<file path="src/bgr_pkg.sv">
// Package for the button gesture and repeat block: constants, register codes, shared types.
package bgr_pkg;

   localparam int TIME_WIDTH_DEF  = 32;
   localparam int NOW_WIDTH       = 32;
   localparam int CSR_DATA_WIDTH  = 16;
   localparam int CSR_INDEX_WIDTH = 3;
   localparam int DEBOUNCE_WIDTH  = 8;
   localparam int TIMING_WIDTH    = 16;
   localparam int TALLY_WIDTH     = 2;
   localparam int DELTA_WIDTH     = 2;

   typedef enum logic [CSR_INDEX_WIDTH-1:0] {
      REG_DEBOUNCE_TIME   = 3'd0,
      REG_LONG_PRESS_TIME = 3'd1,
      REG_DOUBLE_WINDOW   = 3'd2,
      REG_ACCEL_TIME      = 3'd3,
      REG_FAST_INTERVAL   = 3'd4,
      REG_SLOW_INTERVAL   = 3'd5
   } reg_index_type;

   localparam logic [DEBOUNCE_WIDTH-1:0] DEBOUNCE_RESET   = 8'd20;
   localparam logic [TIMING_WIDTH-1:0]   LONG_PRESS_RESET = 16'd800;
   localparam logic [TIMING_WIDTH-1:0]   DOUBLE_WIN_RESET = 16'd300;
   localparam logic [TIMING_WIDTH-1:0]   ACCEL_RESET      = 16'd1000;
   localparam logic [TIMING_WIDTH-1:0]   FAST_INT_RESET   = 16'd50;
   localparam logic [TIMING_WIDTH-1:0]   SLOW_INT_RESET   = 16'd250;

   localparam logic [TALLY_WIDTH-1:0] TALLY_ONE = 2'd1;
   localparam logic [TALLY_WIDTH-1:0] TALLY_MAX = 2'd2;

   // Debounced view of one button for the current item.
   typedef struct packed {
      logic level;    // 1 = pressed, after this item's debounce
      logic press;    // press accepted on this item
      logic lift;     // release accepted on this item
   } deb_type;

   typedef struct packed {
      logic short_ev;
      logic long_ev;
      logic double_ev;
   } gest_type;

endpackage

</file>
<file path="src/bgr_req_if.sv">
// Poll item channel: timestamp and four active-low button pins.
interface bgr_req_if;
   logic                          valid;
   logic                          ready;
   logic [bgr_pkg::NOW_WIDTH-1:0] now_ms;
   logic                          menu_pin;
   logic                          set_pin;
   logic                          plus_pin;
   logic                          minus_pin;

   modport source (output valid, now_ms, menu_pin, set_pin, plus_pin, minus_pin,
                   input ready);
   modport sink   (input valid, now_ms, menu_pin, set_pin, plus_pin, minus_pin,
                   output ready);
endinterface

</file>
<file path="src/bgr_rsp_if.sv">
// Result item channel: gesture events and trim step.
interface bgr_rsp_if;
   logic                                   valid;
   logic                                   ready;
   logic                                   menu_short;
   logic                                   menu_long;
   logic                                   set_short;
   logic                                   set_long;
   logic                                   set_double;
   logic signed [bgr_pkg::DELTA_WIDTH-1:0] trim_delta;

   modport source (output valid, menu_short, menu_long, set_short, set_long, set_double,
                   trim_delta, input ready);
   modport sink   (input valid, menu_short, menu_long, set_short, set_long, set_double,
                   trim_delta, output ready);
endinterface

</file>
<file path="src/bgr_debounce.sv">
// Debouncer for one button: holds the stable level and time of last accepted change.
module bgr_debounce #(
   parameter int TIME_WIDTH = bgr_pkg::TIME_WIDTH_DEF
) (
   input  logic                                clock,
   input  logic                                reset,
   input  logic                                fire,
   input  logic                                level,
   input  logic [TIME_WIDTH-1:0]               now,
   input  logic [bgr_pkg::DEBOUNCE_WIDTH-1:0]  debounce_time,
   output bgr_pkg::deb_type                    deb
);
   import bgr_pkg::*;

   logic                  stable_ff, stable_in;
   logic [TIME_WIDTH-1:0] change_ff, change_in;
   logic [TIME_WIDTH-1:0] elapsed;
   logic                  take;

   assign elapsed = now - change_ff;
   assign take    = (level != stable_ff) && (elapsed >= TIME_WIDTH'(debounce_time));

   always_comb begin
      stable_in = stable_ff;
      change_in = change_ff;
      if (fire && take) begin
         stable_in = level;
         change_in = now;
      end
   end

   assign deb.level = take ? level : stable_ff;
   assign deb.press = take && level;
   assign deb.lift  = take && !level;

   always_ff @(posedge clock) begin
      if (reset) begin
         stable_ff <= 1'b0;
         change_ff <= '0;
      end else begin
         stable_ff <= stable_in;
         change_ff <= change_in;
      end
   end
endmodule

</file>
<file path="src/bgr_gesture.sv">
// Click, long press and double click classifier for one button.
module bgr_gesture #(
   parameter int TIME_WIDTH = bgr_pkg::TIME_WIDTH_DEF
) (
   input  logic                              clock,
   input  logic                              reset,
   input  logic                              fire,
   input  bgr_pkg::deb_type                  deb,
   input  logic [TIME_WIDTH-1:0]             now,
   input  logic [bgr_pkg::TIMING_WIDTH-1:0]  long_press_time,
   input  logic [bgr_pkg::TIMING_WIDTH-1:0]  double_window,
   output bgr_pkg::gest_type                 gest
);
   import bgr_pkg::*;

   logic [TIME_WIDTH-1:0]  press_ff, press_in;
   logic [TIME_WIDTH-1:0]  release_ff, release_in;
   logic [TALLY_WIDTH-1:0] tally_ff, tally_in;
   logic                   long_done_ff, long_done_in;

   logic [TIME_WIDTH-1:0]  held_for;
   logic [TIME_WIDTH-1:0]  idle_for;
   logic [TALLY_WIDTH-1:0] tally_mid;
   logic                   long_done_mid;
   logic                   long_hit;
   logic                   click_hit;

   // Times of a change on this item read as zero elapsed.
   assign held_for = deb.press ? '0 : (now - press_ff);
   assign idle_for = deb.lift  ? '0 : (now - release_ff);

   assign long_done_mid = deb.press ? 1'b0 : long_done_ff;
   assign tally_mid     = (deb.lift && !long_done_ff && (tally_ff < TALLY_MAX))
                          ? (tally_ff + TALLY_ONE) : tally_ff;

   assign long_hit  = deb.level && !long_done_mid &&
                      (held_for >= TIME_WIDTH'(long_press_time));
   assign click_hit = !deb.level && (tally_mid != '0) &&
                      (idle_for > TIME_WIDTH'(double_window));

   assign gest.long_ev   = long_hit;
   assign gest.short_ev  = click_hit && (tally_mid == TALLY_ONE);
   assign gest.double_ev = click_hit && (tally_mid != TALLY_ONE);

   always_comb begin
      press_in     = press_ff;
      release_in   = release_ff;
      tally_in     = tally_ff;
      long_done_in = long_done_ff;
      if (fire) begin
         if (deb.press) press_in = now;
         if (deb.lift) release_in = now;
         long_done_in = long_done_mid || long_hit;
         tally_in     = (long_hit || click_hit) ? '0 : tally_mid;
      end
   end

   always_ff @(posedge clock) begin
      if (reset) begin
         press_ff     <= '0;
         release_ff   <= '0;
         tally_ff     <= '0;
         long_done_ff <= 1'b0;
      end else begin
         press_ff     <= press_in;
         release_ff   <= release_in;
         tally_ff     <= tally_in;
         long_done_ff <= long_done_in;
      end
   end
endmodule

</file>
<file path="src/bgr_trim.sv">
// Trim button auto-repeat: step on press, then slow then fast repeat while held.
module bgr_trim #(
   parameter int TIME_WIDTH = bgr_pkg::TIME_WIDTH_DEF
) (
   input  logic                              clock,
   input  logic                              reset,
   input  logic                              fire,
   input  bgr_pkg::deb_type                  deb,
   input  logic [TIME_WIDTH-1:0]             now,
   input  logic [bgr_pkg::TIMING_WIDTH-1:0]  accel_time,
   input  logic [bgr_pkg::TIMING_WIDTH-1:0]  fast_interval,
   input  logic [bgr_pkg::TIMING_WIDTH-1:0]  slow_interval,
   output logic                              step
);
   import bgr_pkg::*;

   logic                  held_ff, held_in;
   logic [TIME_WIDTH-1:0] start_ff, start_in;
   logic [TIME_WIDTH-1:0] last_ff, last_in;
   logic [TIME_WIDTH-1:0] since_start;
   logic [TIME_WIDTH-1:0] since_last;
   logic [TIMING_WIDTH-1:0] interval;
   logic                  due;

   assign since_start = now - start_ff;
   assign since_last  = now - last_ff;
   assign interval    = (since_start > TIME_WIDTH'(accel_time)) ? fast_interval : slow_interval;
   assign due         = since_last >= TIME_WIDTH'(interval);

   always_comb begin
      held_in  = held_ff;
      start_in = start_ff;
      last_in  = last_ff;
      step     = 1'b0;
      if (deb.level && !held_ff) begin
         held_in  = 1'b1;
         start_in = now;
         last_in  = now;
         step     = 1'b1;
      end else if (!deb.level && held_ff) begin
         held_in = 1'b0;
      end else if (held_ff && due) begin
         last_in = now;
         step    = 1'b1;
      end
      if (!fire) begin
         held_in  = held_ff;
         start_in = start_ff;
         last_in  = last_ff;
      end
   end

   always_ff @(posedge clock) begin
      if (reset) begin
         held_ff  <= 1'b0;
         start_ff <= '0;
         last_ff  <= '0;
      end else begin
         held_ff  <= held_in;
         start_ff <= start_in;
         last_ff  <= last_in;
      end
   end
endmodule

</file>
<file path="src/button_gesture_and_repeat.sv">
// Top level: poll register, debouncers, gesture and trim logic, result register, CSRs.
// Path: a poll item accepted passes through the poll reg, then the result reg.
// Throughput: one poll item per cycle while the result channel is not stalled; each
//   item updates the button state in the cycle it moves from the poll register into the result register.
// Reset: synchronous, active high; clears both valid flags and all button state,
//   and loads the registers with their default times.
module button_gesture_and_repeat #(
   parameter int TIME_WIDTH = bgr_pkg::TIME_WIDTH_DEF
) (
   input  logic                                 clock,
   input  logic                                 reset,
   bgr_req_if.sink                              req_chan,
   bgr_rsp_if.source                            rsp_chan,
   input  logic                                 csr_we,
   input  logic [bgr_pkg::CSR_INDEX_WIDTH-1:0]  csr_index,
   input  logic [bgr_pkg::CSR_DATA_WIDTH-1:0]   csr_wdata
);
   import bgr_pkg::*;

   // Configuration registers
   logic [DEBOUNCE_WIDTH-1:0] debounce_ff;
   logic [TIMING_WIDTH-1:0]   long_press_ff;
   logic [TIMING_WIDTH-1:0]   double_win_ff;
   logic [TIMING_WIDTH-1:0]   accel_ff;
   logic [TIMING_WIDTH-1:0]   fast_int_ff;
   logic [TIMING_WIDTH-1:0]   slow_int_ff;

   always_ff @(posedge clock) begin
      if (reset) begin
         debounce_ff   <= DEBOUNCE_RESET;
         long_press_ff <= LONG_PRESS_RESET;
         double_win_ff <= DOUBLE_WIN_RESET;
         accel_ff      <= ACCEL_RESET;
         fast_int_ff   <= FAST_INT_RESET;
         slow_int_ff   <= SLOW_INT_RESET;
      end else if (csr_we) begin
         case (csr_index)
            REG_DEBOUNCE_TIME:   debounce_ff   <= csr_wdata[DEBOUNCE_WIDTH-1:0];
            REG_LONG_PRESS_TIME: long_press_ff <= csr_wdata;
            REG_DOUBLE_WINDOW:   double_win_ff <= csr_wdata;
            REG_ACCEL_TIME:      accel_ff      <= csr_wdata;
            REG_FAST_INTERVAL:   fast_int_ff   <= csr_wdata;
            REG_SLOW_INTERVAL:   slow_int_ff   <= csr_wdata;
            default: begin
            end
         endcase
      end
   end

   // Handshake: the poll register moves on whenever the result register is
   // empty or being drained; a stalled result holds the poll register, and
   // a full poll register that cannot move on holds off the next item.
   logic in_valid_ff, in_valid_in;
   logic rsp_valid_ff, rsp_valid_in;
   logic advance;
   logic fire;

   assign advance        = !rsp_valid_ff || rsp_chan.ready;
   assign fire           = in_valid_ff && advance;
   assign req_chan.ready = !in_valid_ff || advance;

   assign in_valid_in  = req_chan.ready ? req_chan.valid : in_valid_ff;
   assign rsp_valid_in = advance ? in_valid_ff : rsp_valid_ff;

   // Poll register: pressed levels are stored active high.
   logic [NOW_WIDTH-1:0] now_ff;
   logic [3:0]           level_ff;

   always_ff @(posedge clock) begin
      if (reset) begin
         in_valid_ff  <= 1'b0;
         rsp_valid_ff <= 1'b0;
      end else begin
         in_valid_ff  <= in_valid_in;
         rsp_valid_ff <= rsp_valid_in;
      end
   end

   always_ff @(posedge clock) begin
      if (req_chan.valid && req_chan.ready) begin
         now_ff   <= req_chan.now_ms;
         level_ff <= {!req_chan.minus_pin, !req_chan.plus_pin,
                      !req_chan.set_pin, !req_chan.menu_pin};
      end
   end

   // Time base trimmed or extended to the internal width; all time
   // differences wrap at that width.
   logic [TIME_WIDTH-1:0] now;
   assign now = TIME_WIDTH'(now_ff);

   // Debounce all four buttons: menu, set, plus, minus.
   deb_type deb [4];

   for (genvar b = 0; b < 4; b++) begin : g_deb
      bgr_debounce #(.TIME_WIDTH(TIME_WIDTH)) u_deb (
         .clock         (clock),
         .reset         (reset),
         .fire          (fire),
         .level         (level_ff[b]),
         .now           (now),
         .debounce_time (debounce_ff),
         .deb           (deb[b])
      );
   end

   // Gestures on menu and set. A menu double click clears its tally but
   // is not reported.
   gest_type menu_gest, set_gest;

   bgr_gesture #(.TIME_WIDTH(TIME_WIDTH)) u_menu_gest (
      .clock           (clock),
      .reset           (reset),
      .fire            (fire),
      .deb             (deb[0]),
      .now             (now),
      .long_press_time (long_press_ff),
      .double_window   (double_win_ff),
      .gest            (menu_gest)
   );

   bgr_gesture #(.TIME_WIDTH(TIME_WIDTH)) u_set_gest (
      .clock           (clock),
      .reset           (reset),
      .fire            (fire),
      .deb             (deb[1]),
      .now             (now),
      .long_press_time (long_press_ff),
      .double_window   (double_win_ff),
      .gest            (set_gest)
   );

   // Trim auto-repeat on plus and minus.
   logic plus_step, minus_step;

   bgr_trim #(.TIME_WIDTH(TIME_WIDTH)) u_plus_trim (
      .clock         (clock),
      .reset         (reset),
      .fire          (fire),
      .deb           (deb[2]),
      .now           (now),
      .accel_time    (accel_ff),
      .fast_interval (fast_int_ff),
      .slow_interval (slow_int_ff),
      .step          (plus_step)
   );

   bgr_trim #(.TIME_WIDTH(TIME_WIDTH)) u_minus_trim (
      .clock         (clock),
      .reset         (reset),
      .fire          (fire),
      .deb           (deb[3]),
      .now           (now),
      .accel_time    (accel_ff),
      .fast_interval (fast_int_ff),
      .slow_interval (slow_int_ff),
      .step          (minus_step)
   );

   // plus minus minus: 01, 11 or 00
   logic signed [DELTA_WIDTH-1:0] delta;
   assign delta = $signed({1'b0, plus_step}) - $signed({1'b0, minus_step});

   // Result register
   logic                          menu_short_ff, menu_long_ff;
   logic                          set_short_ff, set_long_ff, set_double_ff;
   logic signed [DELTA_WIDTH-1:0] trim_delta_ff;

   always_ff @(posedge clock) begin
      if (fire) begin
         menu_short_ff <= menu_gest.short_ev;
         menu_long_ff  <= menu_gest.long_ev;
         set_short_ff  <= set_gest.short_ev;
         set_long_ff   <= set_gest.long_ev;
         set_double_ff <= set_gest.double_ev;
         trim_delta_ff <= delta;
      end
   end

   assign rsp_chan.valid      = rsp_valid_ff;
   assign rsp_chan.menu_short = menu_short_ff;
   assign rsp_chan.menu_long  = menu_long_ff;
   assign rsp_chan.set_short  = set_short_ff;
   assign rsp_chan.set_long   = set_long_ff;
   assign rsp_chan.set_double = set_double_ff;
   assign rsp_chan.trim_delta = trim_delta_ff;

endmodule
</file>
<file path="src/flat_wrapper.sv">
// flat-port wrapper written by rule: the top's interface ports become plain ports
module button_gesture_and_repeat_flat import bgr_pkg::*;
#(
   parameter int TIME_WIDTH = bgr_pkg::TIME_WIDTH_DEF
)
  (clock, reset, csr_we, csr_index, csr_wdata, req_chan_valid, req_chan_now_ms, req_chan_menu_pin, req_chan_set_pin, req_chan_plus_pin, req_chan_minus_pin, req_chan_ready, rsp_chan_valid, rsp_chan_menu_short, rsp_chan_menu_long, rsp_chan_set_short, rsp_chan_set_long, rsp_chan_set_double, rsp_chan_trim_delta, rsp_chan_ready);
  bgr_req_if req_chan_i ();
  bgr_rsp_if rsp_chan_i ();
  input  logic clock;
  input  logic reset;
  input  logic csr_we;
  input  logic [bgr_pkg::CSR_INDEX_WIDTH-1:0] csr_index;
  input  logic [bgr_pkg::CSR_DATA_WIDTH-1:0] csr_wdata;
  input wire logic [$bits(req_chan_i.valid)-1:0] req_chan_valid;
  input wire logic [$bits(req_chan_i.now_ms)-1:0] req_chan_now_ms;
  input wire logic [$bits(req_chan_i.menu_pin)-1:0] req_chan_menu_pin;
  input wire logic [$bits(req_chan_i.set_pin)-1:0] req_chan_set_pin;
  input wire logic [$bits(req_chan_i.plus_pin)-1:0] req_chan_plus_pin;
  input wire logic [$bits(req_chan_i.minus_pin)-1:0] req_chan_minus_pin;
  output wire logic [$bits(req_chan_i.ready)-1:0] req_chan_ready;
  output wire logic [$bits(rsp_chan_i.valid)-1:0] rsp_chan_valid;
  output wire logic [$bits(rsp_chan_i.menu_short)-1:0] rsp_chan_menu_short;
  output wire logic [$bits(rsp_chan_i.menu_long)-1:0] rsp_chan_menu_long;
  output wire logic [$bits(rsp_chan_i.set_short)-1:0] rsp_chan_set_short;
  output wire logic [$bits(rsp_chan_i.set_long)-1:0] rsp_chan_set_long;
  output wire logic [$bits(rsp_chan_i.set_double)-1:0] rsp_chan_set_double;
  output wire logic [$bits(rsp_chan_i.trim_delta)-1:0] rsp_chan_trim_delta;
  input wire logic [$bits(rsp_chan_i.ready)-1:0] rsp_chan_ready;
  assign req_chan_i.valid = req_chan_valid;
  assign req_chan_i.now_ms = req_chan_now_ms;
  assign req_chan_i.menu_pin = req_chan_menu_pin;
  assign req_chan_i.set_pin = req_chan_set_pin;
  assign req_chan_i.plus_pin = req_chan_plus_pin;
  assign req_chan_i.minus_pin = req_chan_minus_pin;
  assign req_chan_ready = req_chan_i.ready;
  assign rsp_chan_valid = rsp_chan_i.valid;
  assign rsp_chan_menu_short = rsp_chan_i.menu_short;
  assign rsp_chan_menu_long = rsp_chan_i.menu_long;
  assign rsp_chan_set_short = rsp_chan_i.set_short;
  assign rsp_chan_set_long = rsp_chan_i.set_long;
  assign rsp_chan_set_double = rsp_chan_i.set_double;
  assign rsp_chan_trim_delta = rsp_chan_i.trim_delta;
  assign rsp_chan_i.ready = rsp_chan_ready;
  button_gesture_and_repeat #(.TIME_WIDTH(TIME_WIDTH)) u_core (.clock(clock), .reset(reset), .req_chan(req_chan_i), .rsp_chan(rsp_chan_i), .csr_we(csr_we), .csr_index(csr_index), .csr_wdata(csr_wdata));
endmodule
</file>
<file path="config.mk">
export PLATFORM = sky130hd
export DESIGN_NAME = button_gesture_and_repeat_flat
export DESIGN_NICKNAME = d
export VERILOG_FILES = /design/src/bgr_pkg.sv /design/src/bgr_req_if.sv /design/src/bgr_rsp_if.sv /design/src/bgr_debounce.sv /design/src/bgr_gesture.sv /design/src/bgr_trim.sv /design/src/button_gesture_and_repeat.sv /design/src/flat_wrapper.sv
export SDC_FILE = /design/constraint.sdc
export NUM_CORES = 2
export LEC_CHECK = 0
export BUFFER_PORTS_ARGS = -buffer_cell sky130_fd_sc_hd__buf_2
export CORE_MARGIN = 2
export CORE_UTILIZATION = 40
export DETAILED_ROUTE_END_ITERATION = 12
export GPL_ROUTABILITY_DRIVEN = 0
export PLACE_DENSITY = 0.53
export SYNTH_ARGS = -nofsm -noshare
export SYNTH_HDL_FRONTEND = slang
export SYNTH_SLANG_ARGS = --single-unit
</file>
<file path="constraint.sdc">
create_clock -name clock -period 11 [get_ports clock]
set_clock_uncertainty 0.05 [all_clocks]
set_input_delay 1.1 -clock clock [delete_from_list [all_inputs] [get_ports clock]]
set_output_delay 1.1 -clock clock [all_outputs]
set_load 0.005 [all_outputs]
</file>
Word-level counts from Yosys, hierarchy flattened --
Cells that the tools add are included. W data, S select, Z words.
Storage, ports and cells: input port bits 60, flip-flop bits (word level) 529
Operators by class: muxes and demuxes 32, reduce and logical (&&, ||, !) cells 82, magnitude comparators 14, equality and inequality tests 14, add/subtract/negate cells 15
Operators with widths (number):
- $sub A32 B32 Y32 | 12
- $mux W32 | 10
- $ge A32 B16 Y1 | 4
- $ge A32 B8 Y1 | 4
- $gt A32 B16 Y1 | 4
- $logic_and A1 B1 Y1 | 35
- $mux W16 | 2
- $reduce_and A2 Y1 | 14
- $logic_not A1 Y1 | 18
- $mux W1 | 16
- $reduce_bool A2 Y1 | 6
- $mux W2 | 4
- $eq A3 B2 Y1 const B | 2
- $eq A3 B3 Y1 const B | 2
- $logic_or A1 B1 Y1 | 6
- $reduce_and A3 Y1 | 2
- $add A2 B1 Y2 const B | 2
- $eq A2 B1 Y1 const B | 2
- $lt A2 B2 Y1 const B | 2
- $ne A1 B1 Y1 | 4
- $ne A2 B2 Y1 const B | 2
- $eq A3 B1 Y1 const B | 1
- $logic_not A3 Y1 | 1
- $ne A2 B1 Y1 const B | 1
- $sub A1 B1 Y2 | 1

Logic depth before layout (Yosys ltp) --
depth in word-level cells 12, depth in mapped cells 40

Modules after synthesis --
From an unflattened synthesis, not the netlist that was laid out.
Unflattened totals: cell total of the unflattened synthesis 6626, area total of the unflattened synthesis 50594.8 um^2
By module, submodules not included:
- bgr_gesture | cells an instance 1122, sequential area each 1341.3 um^2, instances 2, area each 7714.9 um^2
- bgr_debounce at u_core.g_deb[0].u_deb ... | cells an instance 471, sequential area each 660.6 um^2, instances 2, area each 3832.4 um^2
- bgr_trim at u_core.u_plus_trim | cells an instance 1025, sequential area each 1301.2 um^2, instances 1, area each 7646.1 um^2
- bgr_trim at u_core.u_minus_trim | cells an instance 1033, sequential area each 1301.2 um^2, instances 1, area each 7576.0 um^2
- bgr_debounce at u_core.g_deb[1].u_deb ... | cells an instance 501, sequential area each 660.6 um^2, instances 2, area each 3706.1 um^2
- button_gesture_and_repeat | cells an instance 380, sequential area each 3093.0 um^2, instances 1, area each 4865.9 um^2

Worst setup path before layout --
No wires, ideal clock.
path kind reg2reg, start reg u_core.now_ff[0] (netlist: u_core.now[0]), end reg u_core.u_minus_trim.last_ff[23], required time 10.834 ns, slack 3.146 ns, setup time 0.116 ns, cell stages (with the launch flop) 37, arrival time 7.688 ns, cell sequence edfxtp_1 > clkbuf_1 > inv_1 > ha_1 > inv_1 > fa_1 > a21o_1 > nand4_1 > nand2_2 > a311oi_4 > o21bai_1 > a21o_1 > a21o_1 > a21oi_1 > xnor2_1 > ha_1 > nand4_1 > or4_1 > a211o_1 > nor4_1 > o2111ai_1 > nor4_4 > mux2_1 > ha_1 > nor2_1 > a21oi_1 > o21a_1 > o2111ai_1 > a21oi_1 > o41ai_1 > o211ai_1 > nor4_1 > nand4_1 > a32oi_2 > buf_2 > a21oi_1 > a41o_1
Between the ends: word-level cells in the longest chain between the ends 8
Ends and longest elaborated chain:
- start: declaration | RTL line button_gesture_and_repeat.sv:66 | logic [NOW_WIDTH-1:0] now_ff;
- start signal: assignment | RTL line button_gesture_and_repeat.sv:81 | now_ff <= req_chan.now_ms;
- branches (longest 8 deep; another with $sub A32 B32 Y32)
- end signal: assignment | RTL line bgr_trim.sv:61 | last_ff <= last_in;
- end: declaration | RTL line bgr_trim.sv:19 | logic [TIME_WIDTH-1:0] last_ff, last_in;
Several ways; the timed one is not identified. A chain may end at the register's enable or synchronous reset.

Worst setup path after layout --
start reg u_core.now_ff[0] (netlist: u_core.now[0]), end reg u_core.u_minus_trim.last_ff[29]
The elaborated chain is that of the path after synthesis.

==> flow_summary_export.csv <==
group,metric,value,unit
finish,fillers,12000,
power,p_int,4200,uW
timing,drv_slew,0,
logic_synthesis,yosysWarnings,0,
finish,nets,6760,
routing,num_vias,44600,
logic_synthesis,synth.area.mux_share,0.0510,
worst_setup_path,cp-start-kind,"flop",
routing,wirelength,162,mm
clock_tree,numCtsBuffers,71,
timing,slew_headroom,0.176,
timing,finalWorstSetupSlack,1.46,ns
worst_setup_path,worstPathMaxFanout,35,
flow_run,cap_viol_max_count,0,
worst_setup_path,critPathKind,"reg2reg",
routing,drcViolationCount,0,
timing,rsz0062_at_grt,"no",
logic_synthesis,ys_seq_elements,529,
placed_design,dp_hpwl,118,mm
clock_tree,cts_hold_buf,0,
logic_synthesis,syn-mean-instance-area,7.53,um^2
power,p_leak,0.0202,uW
grt,grt_pass1_wl,247,mm
logic_synthesis,yosysUniqueCellTypes,112,
routing,via_per_inst,5.77,
worst_setup_path,cp.required,11.51,ns
grt,grt_usage,0.262,
timing,finalCritPeriodShare,0.867,
clock_tree,cts.sinks,529,
logic_synthesis,synthTopCellsByArea,"dfxtp_1, ha_1, a21oi_1, nand2_1, mux2i_1",
routing,antenna_left,0,
routing,drtIter0Drc,3219,
power,switchingPower,2210,uW
clock_tree,htree_num_levels,3,
timing,period_needed,9.54,ns
floorplanning,initial_core_util,0.403,
power,pwr-share-comb,0.291,
logic_synthesis,synth_fp_nets,6817,
logic_synthesis,seq_area_frac_synth,0.236,
min_path,holdCritStartpoint,"u_core.u_menu_gest.release_ff[16]$_SDFFE_PP0P_",
clock_tree,tritoncts,"yes",
power,p_clk_frac,0.388,
logic_synthesis,syn_inst,6208,
logic_synthesis,synth_compound_area_frac,0.249,
logic_synthesis,synth_top_area_frac,0.208,
timing,fmax,0.105,GHz
logic_synthesis,synth.largest_area_cell,"dfxtp_1",
finish,multi_input_area,32500,um^2
power,p_per_area,126,nW/um^2
worst_setup_path,startpoint,"u_core.now[0]$_DFFE_PP_",
power,swShare,0.344,
logic_synthesis,synthSimpleGateAreaFrac,0.204,
logic_synthesis,synth-xor-area-share,0.0414,
worst_setup_path,r2r-start,"u_core.now[0]$_DFFE_PP_",
routing,wl_per_cell,21.0,um
clock_tree,cts_buffer_depth,3,
grt,gr-total-overflow,0,
timing,final.setup.tns,0,ns
finish,final_common_cell,"nand2_1",
floorplanning,die_width,346,um
finish,drive_gt1_frac,0.0615,
logic_synthesis,async_reset_ff_frac,0,
floorplanning,die_h,346,um
floorplanning,rows,125,
floorplanning,die-area,120000,um^2
worst_setup_path,worst_path_max_delay_cell,"a32oi_4",
finish,final_core_util,0.440,
finish,final_cell_mix,"nand2_1, a21oi_1, inv_1, ha_1, nor2_1",
clock_tree,cts_setup_buffers,0,
clock_tree,clock-root-buffer,"clkbuf_16",
timing,hold_viol_final,0,
floorplanning,ios,69,
logic_synthesis,synth_edf_count,43,
placed_design,pre_cts_slack,1.57,ns
logic_synthesis,synth_top_family_by_area,"compound AO/OA/AOI/OAI gates",
worst_setup_path,path_buf_inv,4,
grt,grt_antenna_before_repair,5,
finish,synthToLayoutAreaGrowth,9.18,%
grt,grt_max_degree,95,
worst_setup_path,arrival,10.04,ns
clock_tree,cts_resized,0,
routing,dr.pass1.iters,6,
worst_setup_path,path_delay_family,"compound AO/OA/AOI/OAI gates",
finish,diodes,0,
power,max-vdd-ir-drop,0.110,mV
logic_synthesis,synth_fa_ha_area_frac,0.149,
timing,tightestPinTransition,1.23,ns
worst_setup_path,worst_setup_path_end_kind,"flop",
clock_tree,clk_latency,0.67,ns
power,power_frac_seq,0.321,
min_path,hold_class,"reg2reg",
worst_setup_path,cpMostUsedCell,"a21oi_1",
logic_synthesis,synth_ff_type,"dfxtp_1",
floorplanning,core-area,116000,um^2
finish,regArea,11000,um^2
grt,grt_pass1_vias,41200,
worst_setup_path,slowest_delay,0.87,ns
timing,setup_violations,0,
placed_design,port_buffers,68,
outcome,outcome,"complete, no violations",
clock_tree,clkTransAtPathRegs,0.06,ns
logic_synthesis,syn_area,46800,um^2
power groups by stage:
stage	sequential, uW	clock [uW]	combinational, uW
after floorplan	2090	0	1330
after global placement	2100	0	1840
after detailed placement	2100	0	1840
after CTS	2060	2560	1850
after global routing	2060	2620	2070
final	2060	2490	1870
per-stage QoR:
stage | power, uW | cells | instance area [um^2] | hold slack, ns
finish | 6410 | 7732 | 51100 | 0.403
global route | 6750 | 7732 | 51100 | 0.419
CTS | 6460 | 7731 | 51100 | 0.405
detailed placement | 3940 | 7601 | 48600 | 0.397
global placement | 3930 | 7601 | 48600 | 0.391
floorplan | 3420 | 6208 | 46800 | 0.386
path summary, 6_finish.rpt:
check / end / slack [ns] / depth (start not counted)
hold / removal: u_core.u_menu_gest.release_ff[16]$_SDFFE_PP0P_ / 0.40 / 2
setup reg to reg: u_core.u_minus_trim.last_ff[29]$_SDFFE_PP0P_ / 1.46 / 36
hold reg to reg: u_core.u_menu_gest.release_ff[16]$_SDFFE_PP0P_ / 0.40 / 2
setup / recovery: u_core.u_minus_trim.last_ff[29]$_SDFFE_PP0P_ / 1.46 / 36
registers in the layout, indices dropped and copies added, names as in the netlist, 4 cells and up:
signal,flops
u_core.g_deb.u_deb.change_ff,128
u_core.long_press_ff,16
u_core.accel_ff,16
u_core.g_deb.u_deb.stable_ff,4
u_core.u_minus_trim.start_ff,32
u_core.u_menu_gest.press_ff,32
u_core.u_set_gest.release_ff,32
u_core.debounce_ff,8
u_core.u_set_gest.press_ff,32
u_core.double_win_ff,16
u_core.now,32
u_core.u_minus_trim.last_ff,32
u_core.u_menu_gest.release_ff,32
u_core.fast_int_ff,16
u_core.level_ff,4
u_core.slow_int_ff,16
u_core.u_plus_trim.last_ff,32
u_core.u_plus_trim.start_ff,32
cell usage after synthesis (all sizes together) (105+ instances only):
cell,number
a21oi,721
xnor2,138
o21ai,292
a21o,144
nor2,533
nor3,105
nand2,740
clkbuf,222
inv,554
dfxtp,486
mux2i,222
nand3,122
ha,537
final cells by class:
type | count | area share
Clock inverter | 36 | 0.00943
Tap cell | 1524 | 0.0373
Multi-Input combinational cell | 4840 | 0.637
Clock buffer | 94 | 0.0387
Inverter | 554 | 0.0407
Sequential cell | 529 | 0.216
Timing Repair Buffer | 155 | 0.0211
per-layer routing:
layer / GRT usage / share of wire / routed length [um] / vias to the layer above
met5: 0 / 0.00015 / 24 / -
met4: 0.108 / 0.043 / 6980 / 4
met3: 0.0292 / 0.050 / 8170 / 273
met2: 0.428 / 0.45 / 73100 / 1148
met1: 0.351 / 0.46 / 73900 / 21100
li1: - / - / - / 22100
worst reg2reg max path, delay by kind of cell (launching register included):
kind | cells | cell delay, ns
flops | 1 | 0.64
fa+ha+maj | 4 | 1.16
xor+xnor | 1 | 0.09
simple gates | 9 | 1.95
buf+inv | 4 | 1.06
compound gates | 17 | 4.09
mux | 1 | 0.38
logic make-up after synthesis:
group | after synthesis
AND/OR/NAND/NOR | 2029
AO/OA/AOI/OAI | 1805
buffers and inverters | 839
adder cells (fa/ha/maj) | 549
flip-flops | 529
multiplexers | 236
XOR/XNOR | 221
(Power assumes the default switching activity.)
